==> config.mk <==
export PLATFORM = sky130hd
export DESIGN_NAME = tun_sqrt
export DESIGN_NICKNAME = d
export VERILOG_FILES = /design/src/hdl/tun_pkg.sv /design/src/hdl/tun_sqrt.sv
export SDC_FILE = /design/constraint.sdc
export NUM_CORES = 2
export LEC_CHECK = 0
export BUFFER_PORTS_ARGS = -buffer_cell sky130_fd_sc_hd__buf_2
export CORE_ASPECT_RATIO = 1.25
export CORE_MARGIN = 1.5
export CORE_UTILIZATION = 45
export CTS_BUF_LIST = sky130_fd_sc_hd__clkbuf_2 sky130_fd_sc_hd__clkbuf_4 sky130_fd_sc_hd__clkbuf_8
export DETAILED_ROUTE_END_ITERATION = 8
export GPL_TIMING_DRIVEN = 1
export HOLD_SLACK_MARGIN = 0.08
export PLACE_DENSITY = 0.64
export SLEW_MARGIN = 25
export SYNTH_ARGS = -nofsm -noshare
export SYNTH_HDL_FRONTEND = slang
export SYNTH_SLANG_ARGS = --single-unit
==> constraint.sdc <==
create_clock -name clk -period 4.5 [get_ports clk]
set_input_delay 0.225 -clock clk [delete_from_list [all_inputs] [get_ports clk]]
set_output_delay 0.225 -clock clk [all_outputs]
set_load 0.02 [all_outputs]
==> src/hdl/tun_pkg.sv <==
// Shared constants and types for the triangle unit normal pipeline.
package tun_pkg;

  localparam int COORD_BITS_DEF       = 16;
  localparam int NORMAL_FRAC_BITS_DEF = 14;
  localparam int NORM_TOP             = 30;
  localparam int OUT_W                = 16;
  localparam int SQ_W                 = 2 * NORM_TOP + 2;
  localparam int ROOT_W               = NORM_TOP + 1;

  typedef struct packed {
    logic       degen;
    logic [2:0] neg;
  } side_t;

endpackage

==> src/hdl/tun_sqrt.sv <==
// Pipelined integer square root, one result bit per stage.
module tun_sqrt import tun_pkg::*; #(
  parameter int TAG_W = 4
) (
  input  logic              clk,
  input  logic              rst,
  input  logic              en,
  input  logic              in_valid,
  input  logic [SQ_W-1:0]   sq,
  input  logic [TAG_W-1:0]  in_tag,
  output logic              out_valid,
  output logic [ROOT_W-1:0] root,
  output logic [TAG_W-1:0]  out_tag
);

  logic [SQ_W-1:0]  s_q [ROOT_W];
  logic [SQ_W-1:0]  r_q [ROOT_W];
  logic [TAG_W-1:0] t_q [ROOT_W];
  logic [ROOT_W-1:0] v_q;

  logic [SQ_W-1:0]  s_in [ROOT_W];
  logic [SQ_W-1:0]  r_in [ROOT_W];
  logic [TAG_W-1:0] t_in [ROOT_W];
  logic [SQ_W-1:0]  s_nx [ROOT_W];
  logic [SQ_W-1:0]  r_nx [ROOT_W];
  logic [SQ_W-1:0]  bitv [ROOT_W];
  logic [SQ_W-1:0]  trial [ROOT_W];

  always_comb begin
    s_in[0] = sq;
    r_in[0] = '0;
    t_in[0] = in_tag;
    for (int k = 1; k < ROOT_W; k++) begin
      s_in[k] = s_q[k-1];
      r_in[k] = r_q[k-1];
      t_in[k] = t_q[k-1];
    end
    for (int k = 0; k < ROOT_W; k++) begin
      bitv[k]  = SQ_W'(1) << (2 * (ROOT_W - 1 - k));
      trial[k] = r_in[k] + bitv[k];
      if (s_in[k] >= trial[k]) begin
        s_nx[k] = s_in[k] - trial[k];
        r_nx[k] = (r_in[k] >> 1) + bitv[k];
      end else begin
        s_nx[k] = s_in[k];
        r_nx[k] = r_in[k] >> 1;
      end
    end
  end

  always_ff @(posedge clk) begin
    if (rst) begin
      v_q <= '0;
    end else if (en) begin
      v_q <= {v_q[ROOT_W-2:0], in_valid};
    end
  end

  always_ff @(posedge clk) begin
    if (en) begin
      s_q <= s_nx;
      r_q <= r_nx;
      t_q <= t_in;
    end
  end

  assign out_valid = v_q[ROOT_W-1];
  assign root      = r_q[ROOT_W-1][ROOT_W-1:0];
  assign out_tag   = t_q[ROOT_W-1];

endmodule

**Yosys cells after proc, flatten, opt, wreduce, memory -nomap -nowiden**

Index checks and enable logic that the tools add are counted.

- Register bits: 3906
- Input port bits: 70
- Output and inout port bits: 36
- Logic and storage cells: 304

- $add $sub $neg: 90
- Order comparisons: 31
- Muxes and demuxes: 61

Operators with widths:

| kind | count |
|---|---|
| $ge 62x62->1 | 30 |
| $mux 62 | 30 |
| $mux 61 | 30 |
| $sub 62x62->62 | 29 |
| $add 61x11->62 const B | 1 |
| $add 61x13->62 const B | 1 |
| $add 61x15->62 const B | 1 |
| $add 61x17->62 const B | 1 |
| $add 61x19->62 const B | 1 |
| $add 61x21->62 const B | 1 |
| $add 61x23->62 const B | 1 |
| $add 61x25->62 const B | 1 |
| $add 61x27->62 const B | 1 |
| $add 61x29->62 const B | 1 |
| $add 61x3->62 const B | 1 |
| $add 61x31->62 const B | 1 |
| $add 61x33->62 const B | 1 |
| $add 61x35->62 const B | 1 |
| $add 61x37->62 const B | 1 |
| $add 61x39->62 const B | 1 |
| $add 61x41->62 const B | 1 |
| $add 61x43->62 const B | 1 |
| $add 61x45->62 const B | 1 |
| $add 61x47->62 const B | 1 |
| 43 further kinds | 43 |

**Longest topological paths before layout**

- Depth in word-level cells: 3
- Depth in mapped cells: 15
- Gate-level depth less buffers: 12

**Least setup slack after synthesis**

Ideal clock, no wire load.

- Path kind: register -> register
- Start: register s_q, in the netlist s_in[220]
- End: register s_q, in the netlist s_in[134], data pin
- Setup time: 0.260 ns
- Arrival time: 3.353 ns
- Data required time: 4.240 ns
- Slack: 0.887 ns
- Cell stages (with the launch flop): 12
- Buffers on the path: 3
- Clock period less this slack: 3.613 ns
- Cells stage by stage: edfxtp_1 ha_1 clkbuf_1 nor2b_1 nand3_1 or4bb_1 or4_1 and3_1 o21ai_1 clkbuf_1 buf_2 mux2_2

RTL lines:

| item | line | RTL |
|---|---|---|
| start: declaration | tun_sqrt.sv:16 | `logic [SQ_W-1:0] s_q [ROOT_W];` |
| start signal: assignment | tun_sqrt.sv:61 | `s_q <= s_nx;` |

==> impl_metrics.env <==
export IMPL_status="complete, no violations"
export IMPL_die_y_um=576
export IMPL_seq_area_frac_synth=0.635
export IMPL_skew_ps=138
export IMPL_syn_inst=9289
export IMPL_relSlewSlack=0.259
export IMPL_post_place_ws_ps=357
export IMPL_worstPathCellList="ha_1 -> nor4b_1 -> nand4_1 -> or4_1 -> and3_1 -> o21ai_4 -> buf_12 -> a21boi_0 -> nand2b_1 -> xnor2_1"
export IMPL_cp_end_kind="register"
export IMPL_p_leak_nw=50.3
export IMPL_synth_most_common_cell="edfxtp_1"
export IMPL_die_area_mm2=0.266
export IMPL_start_kind="register"
export IMPL_tightestPinTransition_ps=1100
export IMPL_cts_buffers=396
export IMPL_crit_reg2reg_launch="s_in[194]"
export IMPL_portBuffers=105
export IMPL_cts_sinks=2511
export IMPL_synth_seq_cells=2511
export IMPL_synth_enable_flop_cells=2480
export IMPL_wl_per_cell_um=21.6
export IMPL_vias_per_cell=5.53
export IMPL_cellPowerDensity_mw_per_mm2=483
export IMPL_hold_start="rst"
export IMPL_ant_nets=0
export IMPL_synthTopCellsByArea="edfxtp_1, ha_1, xnor2_1"
export IMPL_slew_violations=0
export IMPL_drive_gt1_frac=0.110
export IMPL_synth_simple_gate_area_frac=0.120
export IMPL_stdcell_count=13851
export IMPL_clk_path_buf_depth=4
export IMPL_drt_iter0_drc=4906
export IMPL_synth_xor_xnor_area_share=0.0597
export IMPL_min_path_type="in2reg"
export IMPL_rsz0062_at_grt="false"
export IMPL_hold_viol=0
export IMPL_synth_compound_area_share=0.0920
export IMPL_first_global_vias=78877
export IMPL_multi_input_area_mm2=0.0402
export IMPL_cts_setup_buffers=0
export IMPL_start_util=0.452
export IMPL_yosysWarnings=0
export IMPL_htreeDepth=5
export IMPL_worstSetupStartpoint="s_in[194]"
export IMPL_synth_fa_ha_area_frac=0.0555
export IMPL_grt_ovfl_total=0
export IMPL_core_area_mm2=0.262
export IMPL_design_area_mm2=0.134
export IMPL_syn_to_final_growth_pct=13.2
export IMPL_critical_path_class="reg2reg"
export IMPL_reg2reg_depth=10
export IMPL_cts_root_buf="clkbuf_8"
export IMPL_period_needed_ps=4310
export IMPL_synthTopCellsByCount="edfxtp_1, nor2_1, inv_1"
export IMPL_drc_errors=0
export IMPL_reg2reg_slack_ps=190
export IMPL_worstHoldPathCells=3
export IMPL_place_area_mm2=0.125
export IMPL_max_cap_violations=0
export IMPL_cts_tree="done"
export IMPL_synth_top_area_share=0.629
export IMPL_die_width_um=462
export IMPL_final_seq_area_mm2=0.0751
export IMPL_fin_ws_ps=185
export IMPL_syn_area_per_cell_um2=12.7
export IMPL_path_clk_slew_ps=80
export IMPL_rows=210
export IMPL_grt_pass1_wl_mm=451
export IMPL_worstPathArrival_ps=5020
export IMPL_setup_viol=0
export IMPL_num_vias=76559
export IMPL_grt_antenna_before_repair=11
export IMPL_syn_area_mm2=0.118
export IMPL_cts_resized=0
export IMPL_num_fill_cells=22364
export IMPL_finalNetCount=10579
export IMPL_hold_path_end="v_q[17]"
export IMPL_clk_latency_ps=1030
export IMPL_postSynth_asyncResetShare=0
export IMPL_worst_r2r_endpoint="s_in[167]"
export IMPL_cts_hold_fix_buffers=139
export IMPL_placedCellCount=12945
export IMPL_final_core_util=0.512
export IMPL_max_freq_mhz=232
export IMPL_required_ps=5200
export IMPL_hpwl_mm=225
export IMPL_cpMaxStageDelayCell="nor4b_1"
export IMPL_synth_area_mux_share=0.0113
export IMPL_drtPass1Iterations=8
export IMPL_syn_nets=9884
export IMPL_period_share=0.959
export IMPL_routabilityCongestion=0.972
export IMPL_synth_cell_types=90
export IMPL_path_max_fanout=50
export IMPL_yosysTopAreaCell="edfxtp_1"
export IMPL_crit_path_max_incr_delay_ps=790
export IMPL_pin_count=106
export IMPL_grt_max_degree=187
export IMPL_ys_flop_type="edfxtp_1"
export IMPL_track_usage=0.221
export IMPL_irDropWorstVdd_uv=434
export IMPL_routed_wl_mm=300
export IMPL_synth_top_family_by_area="simple AND/OR/NAND/NOR gates"
[layout make-up]
class	count	area share
antenna	55	0.00103
inverter	649	0.0182
clock inverter	207	0.0101
multi-input combinational	5939	0.300
tap	3498	0.0327
timing repair buffer	487	0.0303
clock buffer	505	0.0471
sequential	2511	0.561
[worst max-delay path: cells and delay by family, from the launching register on]
family	cells	cell delay [ps]
AO/OA/AOI/OAI	2	570
XOR/XNOR	1	150
adder cells (fa/ha/maj)	1	380
buffers and inverters	1	290
flip-flops	1	400
AND/OR/NAND/NOR	5	2210
[registers in the layout (all words and copies together), names as in the netlist]
| register | count |
|---|---|
| r_in | 465 |
| t_in | 120 |
| out_tag | 4 |
| s_in | 1860 |
| root | 31 |
| v_q | 31 |
[through the flow]
stage                     hold slack, ps  TNS, ps  power [mW]
after floorplan                      297        0        40.7
after global placement               401   -33030        45.7
after detailed placement             405        0        45.9
after CTS                            196        0        65.2
after global routing                 306        0        67.9
final                                313        0        64.7
[where the power goes]
group	internal, mW	switching [mW]	total (mW)
logic	5.76	8.32	14.1
clock network	10.0	9.01	19.0
registers	29.4	2.22	31.6
total	45.2	19.5	64.7
[layer usage]
metal | vias up | global-route usage | routed length (um)
met1 | 37450 | 0.207 | 101000
met2 | 1932 | 0.437 | 167000
met4 | 0 | 0.144 | 20800
met5 | - | 0 | 0
met3 | 813 | 0.0306 | 11200
li1 | 36364 | - | -
[layout by cell type (no fill, tap or decap), drive strengths merged, types with 162 or more instances in the layout]
cell type and count:
nand4 162, xnor2 449, nor2 668, nor4 287, o21ai 393, a21o 209
clkinv 171, buf 348, nand2 556, nor3 267, a21oi 547, edfxtp 2480
ha 525, clkbuf 505, inv 652, xor2 357
[cell families (layout without fill, tap and decap cells)]
| family | Yosys count | count (layout) |
|---|---|---|
| fa+ha+maj | 525 | 525 |
| mux | 122 | 122 |
| compound gates | 1737 | 1737 |
| simple gates | 2749 | 2749 |
| buf+inv | 839 | 1848 |
| flops | 2511 | 2511 |
| other cells | 0 | 55 |
| xor+xnor | 806 | 806 |
[worst max path at each step]
stage	slack (ps)	cells past startpoint	to
floorplan	890	11	s_in[134]
global placement	-970	9	s_in[541]
detailed placement	360	10	s_in[167]
CTS	260	10	s_in[167]
global route	120	10	s_in[115]
finish	190	10	s_in[167]
Note: power is estimated with default switching activity, not from simulation.
